**config.mk**
```make
export PLATFORM = sky130hd
export DESIGN_NAME = wav_pcm16_stream_parser_top
export DESIGN_NICKNAME = d
export VERILOG_FILES = /design/src/wpp_pkg.sv /design/src/wpp_front.sv /design/src/wpp_queue.sv /design/src/wav_pcm16_stream_parser_top.sv
export SDC_FILE = /design/constraint.sdc
export NUM_CORES = 1
export LEC_CHECK = 0
export BUFFER_PORTS_ARGS = -buffer_cell sky130_fd_sc_hd__buf_2
export CAP_MARGIN = 10
export CORE_UTILIZATION = 59
export DETAILED_ROUTE_END_ITERATION = 8
export GPL_TIMING_DRIVEN = 0
export PLACE_DENSITY = 0.77
export SYNTH_ARGS = -nofsm -noshare
export SYNTH_HDL_FRONTEND = slang
export SYNTH_HIERARCHICAL = 1
export SYNTH_SLANG_ARGS = --single-unit
```
**constraint.sdc**
```tcl
create_clock -name clk -period 6.53 [get_ports clk]
set_input_delay 0.3265 -clock clk [delete_from_list [all_inputs] [get_ports clk]]
set_output_delay 0.3265 -clock clk [all_outputs]
set_load 0.05 [all_outputs]
```
**src/wpp_pkg.sv**
```systemverilog
// wpp_pkg: shared types and constants of the wav pcm16 stream parser
// result record, kind and error codes, magic and chunk id constants
// no dependencies
`default_nettype none

package wpp_pkg;

  localparam int unsigned QueueDepthDefault = 4;

  localparam logic [1:0] KindFormat = 2'd0;
  localparam logic [1:0] KindSample = 2'd1;
  localparam logic [1:0] KindError  = 2'd2;

  localparam logic [2:0] ErrBadMagic   = 3'd0;
  localparam logic [2:0] ErrFmtSmall   = 3'd1;
  localparam logic [2:0] ErrNoFmt      = 3'd2;
  localparam logic [2:0] ErrNotPcm     = 3'd3;
  localparam logic [2:0] ErrNot16Bit   = 3'd4;
  localparam logic [2:0] ErrTruncated  = 3'd5;

  localparam logic [7:0] MagicRiff [4] = '{8'h52, 8'h49, 8'h46, 8'h46};
  localparam logic [7:0] MagicWave [4] = '{8'h57, 8'h41, 8'h56, 8'h45};

  localparam logic [31:0] IdFmt  = 32'h666D7420;
  localparam logic [31:0] IdData = 32'h64617461;

  localparam logic [31:0] FmtMinLength = 32'd16;
  localparam logic [15:0] FormatPcm    = 16'd1;
  localparam logic [15:0] BitsPcm16    = 16'd16;

  typedef struct packed {
    logic [1:0]         kind;
    logic signed [15:0] sample_value;
    logic [31:0]        sample_rate;
    logic [15:0]        channel_count;
    logic [30:0]        sample_total;
    logic [2:0]         error_code;
    logic               last;
  } result_t;

endpackage

`default_nettype wire

```
**src/wpp_front.sv**
```systemverilog
// wpp_front: byte parser of the riff/wave stream, one byte per transfer
// walks header and chunks and pushes at most one result per byte
// depends on wpp_pkg
`default_nettype none

module wpp_front (
  input  wire logic              clk,
  input  wire logic              rst,
  input  wire logic              take,
  input  wire logic [7:0]        in_byte,
  input  wire logic              stream_end,
  output logic                   push,
  output wpp_pkg::result_t       res
);

  typedef enum logic [2:0] {
    PhHeader,
    PhChunk,
    PhFmt,
    PhSkip,
    PhData,
    PhDone,
    PhError
  } phase_t;

  phase_t      phase, phase_next;
  logic [31:0] byte_counter, byte_counter_next;
  logic [31:0] chunk_id_shift, chunk_id_shift_next;
  logic [31:0] chunk_length, chunk_length_next;
  logic        magic_ok, magic_ok_next;
  logic [15:0] format_tag, format_tag_next;
  logic [15:0] channels_seen, channels_seen_next;
  logic [31:0] rate_seen, rate_seen_next;
  logic [15:0] sample_bits, sample_bits_next;
  logic        format_seen, format_seen_next;
  logic [7:0]  low_byte_hold, low_byte_hold_next;

  logic [31:0] count_inc;
  logic [31:0] length_now;
  logic        magic_now;
  logic [30:0] total_now;

  assign count_inc  = byte_counter + 32'd1;
  assign length_now = {in_byte, chunk_length[31:8]};
  assign total_now  = length_now[31:1];

  always_comb begin
    magic_now = magic_ok;
    if (byte_counter < 32'd4 && in_byte != wpp_pkg::MagicRiff[byte_counter[1:0]]) begin
      magic_now = 1'b0;
    end
    if (byte_counter >= 32'd8 && in_byte != wpp_pkg::MagicWave[byte_counter[1:0]]) begin
      magic_now = 1'b0;
    end
  end

  always_comb begin
    phase_next          = phase;
    byte_counter_next   = byte_counter;
    chunk_id_shift_next = chunk_id_shift;
    chunk_length_next   = chunk_length;
    magic_ok_next       = magic_ok;
    format_tag_next     = format_tag;
    channels_seen_next  = channels_seen;
    rate_seen_next      = rate_seen;
    sample_bits_next    = sample_bits;
    format_seen_next    = format_seen;
    low_byte_hold_next  = low_byte_hold;
    push                = 1'b0;
    res                 = '0;

    if (take && phase != PhDone && phase != PhError) begin
      if (stream_end) begin
        push           = 1'b1;
        res.kind       = wpp_pkg::KindError;
        res.error_code = wpp_pkg::ErrTruncated;
        res.last       = 1'b1;
        phase_next     = PhError;
      end else begin
        unique case (phase)
          PhHeader: begin
            chunk_id_shift_next = {chunk_id_shift[23:0], in_byte};
            magic_ok_next       = magic_now;
            byte_counter_next   = count_inc;
            if (byte_counter >= 32'd11) begin
              if (!magic_now) begin
                push           = 1'b1;
                res.kind       = wpp_pkg::KindError;
                res.error_code = wpp_pkg::ErrBadMagic;
                res.last       = 1'b1;
                phase_next     = PhError;
              end else begin
                phase_next        = PhChunk;
                byte_counter_next = '0;
              end
            end
          end
          PhChunk: begin
            if (byte_counter < 32'd4) begin
              chunk_id_shift_next = {chunk_id_shift[23:0], in_byte};
            end else begin
              chunk_length_next = length_now;
            end
            byte_counter_next = count_inc;
            if (byte_counter >= 32'd7) begin
              byte_counter_next = '0;
              if (chunk_id_shift == wpp_pkg::IdFmt) begin
                if (length_now < wpp_pkg::FmtMinLength) begin
                  push           = 1'b1;
                  res.kind       = wpp_pkg::KindError;
                  res.error_code = wpp_pkg::ErrFmtSmall;
                  res.last       = 1'b1;
                  phase_next     = PhError;
                end else begin
                  phase_next = PhFmt;
                end
              end else if (chunk_id_shift == wpp_pkg::IdData) begin
                push     = 1'b1;
                res.last = 1'b1;
                if (!format_seen) begin
                  res.kind       = wpp_pkg::KindError;
                  res.error_code = wpp_pkg::ErrNoFmt;
                  phase_next     = PhError;
                end else if (format_tag != wpp_pkg::FormatPcm) begin
                  res.kind       = wpp_pkg::KindError;
                  res.error_code = wpp_pkg::ErrNotPcm;
                  phase_next     = PhError;
                end else if (sample_bits != wpp_pkg::BitsPcm16) begin
                  res.kind       = wpp_pkg::KindError;
                  res.error_code = wpp_pkg::ErrNot16Bit;
                  phase_next     = PhError;
                end else begin
                  res.kind          = wpp_pkg::KindFormat;
                  res.sample_rate   = rate_seen;
                  res.channel_count = channels_seen;
                  res.sample_total  = total_now;
                  res.last          = (total_now == '0);
                  phase_next        = (total_now == '0) ? PhDone : PhData;
                end
              end else if (length_now != '0) begin
                phase_next        = PhSkip;
                byte_counter_next = length_now;
              end
            end
          end
          PhFmt: begin
            if (byte_counter < 32'd2) begin
              format_tag_next = {in_byte, format_tag[15:8]};
            end else if (byte_counter < 32'd4) begin
              channels_seen_next = {in_byte, channels_seen[15:8]};
            end else if (byte_counter < 32'd8) begin
              rate_seen_next = {in_byte, rate_seen[31:8]};
            end else if (byte_counter >= 32'd14) begin
              sample_bits_next = {in_byte, sample_bits[15:8]};
            end
            byte_counter_next = count_inc;
            if (byte_counter >= 32'd15) begin
              format_seen_next  = 1'b1;
              byte_counter_next = chunk_length - wpp_pkg::FmtMinLength;
              phase_next = (chunk_length != wpp_pkg::FmtMinLength) ? PhSkip : PhChunk;
            end
          end
          PhSkip: begin
            byte_counter_next = byte_counter - 32'd1;
            if (byte_counter == 32'd1) begin
              phase_next = PhChunk;
            end
          end
          PhData: begin
            byte_counter_next = count_inc;
            if (!byte_counter[0]) begin
              low_byte_hold_next = in_byte;
            end else begin
              push             = 1'b1;
              res.kind         = wpp_pkg::KindSample;
              res.sample_value = {in_byte, low_byte_hold};
              res.last         = (count_inc == {chunk_length[31:1], 1'b0});
              if (res.last) begin
                phase_next = PhDone;
              end
            end
          end
          default: begin
            phase_next = phase;
          end
        endcase
      end
    end
  end

  always_ff @(posedge clk) begin
    if (rst) begin
      phase          <= PhHeader;
      byte_counter   <= '0;
      chunk_id_shift <= '0;
      chunk_length   <= '0;
      magic_ok       <= 1'b1;
      format_tag     <= '0;
      channels_seen  <= '0;
      rate_seen      <= '0;
      sample_bits    <= '0;
      format_seen    <= 1'b0;
      low_byte_hold  <= '0;
    end else begin
      phase          <= phase_next;
      byte_counter   <= byte_counter_next;
      chunk_id_shift <= chunk_id_shift_next;
      chunk_length   <= chunk_length_next;
      magic_ok       <= magic_ok_next;
      format_tag     <= format_tag_next;
      channels_seen  <= channels_seen_next;
      rate_seen      <= rate_seen_next;
      sample_bits    <= sample_bits_next;
      format_seen    <= format_seen_next;
      low_byte_hold  <= low_byte_hold_next;
    end
  end

  a_error_sticky: assert property (@(posedge clk) disable iff (rst)
    phase == PhError |=> phase == PhError)
    else $error("error phase left");

  a_push_needs_take: assert property (@(posedge clk) disable iff (rst)
    push |-> take)
    else $error("result without an accepted byte");

  a_last_ends_parse: assert property (@(posedge clk) disable iff (rst)
    push && res.last |=> (phase == PhDone || phase == PhError))
    else $error("parser still running after final result");

  a_quiet_when_finished: assert property (@(posedge clk) disable iff (rst)
    (phase == PhDone || phase == PhError) |-> !push)
    else $error("result after end of file");

endmodule

`default_nettype wire

```
**src/wpp_queue.sv**
```systemverilog
// wpp_queue: short result queue between the parser and the output channel
// holds result records, head drives the output transfer
// depends on wpp_pkg
`default_nettype none

module wpp_queue #(
  parameter int unsigned Depth = wpp_pkg::QueueDepthDefault
) (
  input  wire logic              clk,
  input  wire logic              rst,
  input  wire logic              push,
  input  wpp_pkg::result_t       push_data,
  output logic                   full,
  output logic                   head_valid,
  input  wire logic              pop,
  output wpp_pkg::result_t       head
);

  localparam int unsigned PtrW   = (Depth > 1) ? $clog2(Depth) : 1;
  localparam int unsigned CountW = $clog2(Depth + 1);
  localparam logic [PtrW-1:0]   PtrLast = PtrW'(Depth - 1);
  localparam logic [CountW-1:0] CountFull = CountW'(Depth);

  wpp_pkg::result_t entries [Depth];
  logic [PtrW-1:0]   wr_ptr, rd_ptr;
  logic [CountW-1:0] count;
  logic              do_pop;

  assign full       = (count == CountFull);
  assign head_valid = (count != '0);
  assign do_pop     = pop && head_valid;
  assign head       = entries[rd_ptr];

  always_ff @(posedge clk) begin
    if (push) begin
      entries[wr_ptr] <= push_data;
    end
  end

  always_ff @(posedge clk) begin
    if (rst) begin
      wr_ptr <= '0;
      rd_ptr <= '0;
      count  <= '0;
    end else begin
      if (push) begin
        wr_ptr <= (wr_ptr == PtrLast) ? '0 : wr_ptr + PtrW'(1);
      end
      if (do_pop) begin
        rd_ptr <= (rd_ptr == PtrLast) ? '0 : rd_ptr + PtrW'(1);
      end
      if (push && !do_pop) begin
        count <= count + CountW'(1);
      end else if (!push && do_pop) begin
        count <= count - CountW'(1);
      end
    end
  end

  a_no_overflow: assert property (@(posedge clk) disable iff (rst)
    push |-> !full)
    else $error("push into full queue");

  a_count_bound: assert property (@(posedge clk) disable iff (rst)
    count <= CountFull)
    else $error("queue count out of range");

  a_count_steady: assert property (@(posedge clk) disable iff (rst)
    push && do_pop |=> count == $past(count))
    else $error("count moved on push with pop");

endmodule

`default_nettype wire

```
**src/wav_pcm16_stream_parser_top.sv**
```systemverilog
// wav_pcm16_stream_parser_top: riff/wave 16-bit pcm stream parser
// Takes one byte of a WAV file per input transfer, at a rate of one byte per
// clock cycle while in_stall is low. Each byte gives at most one result
// (format record at the start of the data chunk, one sample per two data
// bytes, or a sticky error), which is written into the queue as its byte
// is taken. The parser and the output are parted by a queue of QueueDepth
// results; in_stall rises only while that queue is full, so bytes keep
// flowing at one a cycle as long as the output side takes one result a cycle.
// After the final result (last sample, empty data chunk or error) further bytes
// are taken and give nothing until reset. There is no clearing pass after reset.
// depends on wpp_pkg, wpp_front, wpp_queue
`default_nettype none

module wav_pcm16_stream_parser_top #(
  parameter int unsigned QueueDepth = wpp_pkg::QueueDepthDefault
) (
  input  wire logic               clk,
  input  wire logic               rst,
  input  wire logic               in_valid,
  output logic                    in_stall,
  input  wire logic [7:0]         in_byte,
  input  wire logic               stream_end,
  output logic                    out_valid,
  input  wire logic               out_stall,
  output logic [1:0]              kind,
  output logic signed [15:0]      sample_value,
  output logic [31:0]             sample_rate,
  output logic [15:0]             channel_count,
  output logic [30:0]             sample_total,
  output logic [2:0]              error_code,
  output logic                    last
);

  logic             take;
  logic             push;
  logic             full;
  wpp_pkg::result_t res;
  wpp_pkg::result_t head;

  assign in_stall = full;
  assign take     = in_valid && !full;

  wpp_front u_front (
    .clk        (clk),
    .rst        (rst),
    .take       (take),
    .in_byte    (in_byte),
    .stream_end (stream_end),
    .push       (push),
    .res        (res)
  );

  wpp_queue #(
    .Depth (QueueDepth)
  ) u_queue (
    .clk        (clk),
    .rst        (rst),
    .push       (push),
    .push_data  (res),
    .full       (full),
    .head_valid (out_valid),
    .pop        (!out_stall),
    .head       (head)
  );

  assign kind          = head.kind;
  assign sample_value  = head.sample_value;
  assign sample_rate   = head.sample_rate;
  assign channel_count = head.channel_count;
  assign sample_total  = head.sample_total;
  assign error_code    = head.error_code;
  assign last          = head.last;

endmodule

`default_nettype wire

```
==> summary.md <==
| Metric | Value |
|---|---|
| Status | finished, final reports clean |
| Clock Skews | 0.0194 ns |
| Worst reg2reg path endpoint | u_queue/entries[3][20] |
| Final worst-path cycle share | between 80% and 90% |
| Largest net degree at the start of global routing | 60 |
| Final TNS setup | 0 ns |
| Synth Area in Simple Gates | 14.8% |
| # setup viols final | 0 |
| Vias | about 19k |
| Post-synth EDFFs | between 400 and 500 |
| Adder-cell share of the synthesized area | less than 1% |
| Layout area overhead | 12.8% |
| CTS root buf | clkbuf_16 |
| Multiplexer share of the synthesized area | 9.62% |
| Cell Count, Final, Fillers Out | between 3k and 4k |
| Clk Latency, worst-skew pair | roughly 0.63 ns |
| Worst Path Max Fanout | 55 |
| Fin. max-slew vios | 0 |
| Xor/xnor cell area share of the yosys netlist | ~3.3% |
| CP arrival | between 5 and 6 ns |
| Post-DRT Antenna Nets | 0 |
| RSZ-0062 raised after global routing | false |
| Fill cells | 3,150 |
| Post-layout min period | 5.68 ns |
| CTS tree | yes |
| Mapped Nets | around 2.2k |
| DR DRC count | 0 |
| Total power | approximately 0.012 W |
| Reg2reg setup slack | ~0.85 ns |
| GRT Residual Overflow | 0 |
| Kind of critical path | reg2reg |
| Warnings, synthesis | 6 |
| Antenna violations before repair | 1 |
| Final WL | between 70,000 and 80,000 um |
| DP HPWL | around 50,000 um |
| Hold/Removal Path Class | in2reg |
| Power density cells | slightly below 400 nW/um2 |
| Primary FF master, synth | edfxtp_1 |
| P_leak | 10.3 nW |
| Cell Rows | between 70 and 80 |
| Launching element type of the critical path | flop |
| Chip Height | roughly 220 um |
| Synth Area in Compound Gates | 8.21% |
| Multi-input logic area | a little under 10,000 um2 |
| I/O Buffers | 114 |
| Headroom to the max-slew limit | around a quarter |
| Post-synthesis sequential area ratio | between 60% and 70% |
| Cell variety after synth | between 80 and 90 |
| I/O pin total | between 100 and 150 |
| Reg clk slew, reported paths | 0.06 ns |
| Ant. Diodes | 0 |
| Critical Path RT | ~6.8 ns |
| Main combinational cell family by area after synthesis | simple AND/OR/NAND/NOR gates |
| Vias per cell | approximately 6.4 |
| Worst-margin pin slew | ~1.1 ns |
| Yosys reg bits | roughly 600 |
| CP Capture Type | flop |
| Placed Cells | between 2k and 3k |
| Fmax | ~180 MHz |
| Total track usage | roughly a third |
| Routed WL per cell | roughly 25 um |
| H-tree depth | 2 |
| Critical Path Max Stage Delay | approximately 0.9 ns |
| CP endpoint | u_queue/entries[3][20] |
| Reg2reg path depth | 10 |
| Vias in the first global route | about 19k |
| Slowest cell on the critical path | and2_4 |
| Maxcap violations | 0 |
| Worst reg2reg path startpoint | u_front/byte_counter[17] |
| Peak VDD IR | around 0.33 mV |
| CTS max path bufs | 3 |
| Setup crit start | u_front/byte_counter[17] |
| Syn Area/Cell | about 12 um2 |
| DR iter-0 viols | 2,057 |
| Share of cells above drive strength 1 | between 10% and 20% |
| Clock sink total | ~600 |
| First-pass GRT wire length | roughly 120,000 um |
| Core area | 44,500 um2 |
| Fin util | around two thirds |
| CTS buffer count | 59 |
| Placer Congestion | roughly 0.97 |
| Starting density of the core | between 60% and 70% |
| Final Hold Vio Count | 0 |
| Register Area | around 16,000 um2 |
| Post-synth ARST share | 0% |
| Critical path, cell by cell | clkbuf_1 -> nor4_1 -> nand4_1 -> nor4_2 -> mux2i_1 -> a21o_1 -> and3_1 -> o22ai_1 -> and2_4 -> buf_16 |
| Synth Instances | ~2.2k |
| TritonRoute pass-1 iters | 8 |
| Mapped Area | around 27,000 um2 |
| Die W | 215 um |
| # nets final | 2,402 |
| Die area | ~46,000 um2 |
sequential cells by signal, summed over array words and instances, names as in the netlist, 8 cells and up, named ones only:
name and flops:
u_front/byte_counter 32, u_front/channels_seen 16, u_front/low_byte_hold 8, u_front/chunk_id_shift 32
u_front/sample_bits 16, u_queue/entries 404, u_front/format_tag 16, u_front/rate_seen 32
u_front/chunk_length 32
cells in the final DEF (no fill, tap or decap), drive strengths merged, types with 8 or more instances in the layout:
cell type,count
dfxtp,198
a21oi,169
nor3,56
nor2b,9
a221o,8
nor2,95
or3,21
o221ai,13
and3,17
mux2i,28
a211oi,18
nand3,42
clkinv,19
nor4,47
mux4,101
or4,13
xnor2,54
edfxtp,404
nand2b,8
xor2,48
ha,14
clkbuf,217
buf,163
nand4,29
inv,31
a221oi,20
and2,104
o21ai,37
nand2,326
a21o,12
through the flow:
stage / hold WS, ns / instance area, um2 / worst slack (ns)
global route: 0.178 / 30200 / 0.737
detailed placement: 0.441 / 28300 / 1.07
CTS: 0.150 / 30200 / 1.07
floorplan: 0.396 / 26800 / 0.966
global placement: 0.436 / 28100 / -1.79
finish: 0.163 / 30200 / 0.855
what timing repair did:
action / 4_1_cts / 5_1_grt
gates resized for setup: 0 / 0
endpoints found under the hold margin: 9 / 0
setup buffers: 0 / 0
hold buffers: 1 / 0
metal layers:
layer	vias up	part of all wire [%]	GRT usage [%]
li1	8517	-	-
met1	9519	40	44.0
met2	980	49	54.1
met3	184	8.0	5.42
met4	0	3.5	12.1
met5	-	0	0
worst max-delay path, delay by kind of cell (launching register included):
| family | cells | cell delay (ns) |
|---|---|---|
| and+or+nand+nor | 5 | 3.17 |
| AOI/OAI and AO/OA | 2 | 0.89 |
| buffers and inverters | 2 | 0.55 |
| DFF | 1 | 0.29 |
| muxes | 1 | 0.27 |
where the power goes:
group	switching, W	internal, W	total, W
combinational	0.00259	0.00111	0.00370
sequential	0.000161	0.00453	0.00469
clock	0.00148	0.00195	0.00342
total	0.00423	0.00759	0.0118
final cells by class:
type / instances / share of cell area (%)
clock buffer: 86 / 5.79
buffer: 173 / 2.55
multi-input combinational: 1389 / 32.6
timing repair buffer: 122 / 2.34
tap: 592 / 2.45
clock inverter: 26 / 0.695
sequential: 602 / 53.3
inverter: 27 / 0.335
cell families after synthesis:
logic type | after synthesis
adders and majority gates | 16
xor gates and xnor gates | 102
muxes | 131
DFF | 602
buffers and inverters | 200
AOI/OAI and AO/OA | 342
and+or+nand+nor | 798
how the worst min path moves through the flow:
stage / from / endpoint / slack [ns] / depth (start not counted)
final: out_stall / flop / 0.16 / 5
after floorplan: rst / u_queue/count[2] / 0.40 / 1
after detailed placement: u_front/channels_seen[7] / u_front/channels_seen[7] / 0.44 / 2
after global placement: u_front/format_tag[0] / u_front/format_tag[0] / 0.44 / 2
after CTS: out_stall / u_queue/rd_ptr[0] / 0.15 / 5
after global routing: out_stall / flop / 0.18 / 5
cell usage after synthesis, drive strengths merged, types with 29 or more instances:
cell type | count | area, um2
edfxtp | 404 | 12100
nand2 | 326 | 1220
dfxtp | 198 | 3960
a21oi | 169 | 850
clkbuf | 131 | 493
and2 | 104 | 651
mux4 | 101 | 2270
nor2 | 95 | 357
nor3 | 56 | 302
xnor2 | 54 | 473
xor2 | 48 | 420
nor4 | 47 | 300
buf | 42 | 279
nand3 | 42 | 215
o21ai | 37 | 185
nand4 | 29 | 181
Power figures use the tool's default switching activity.
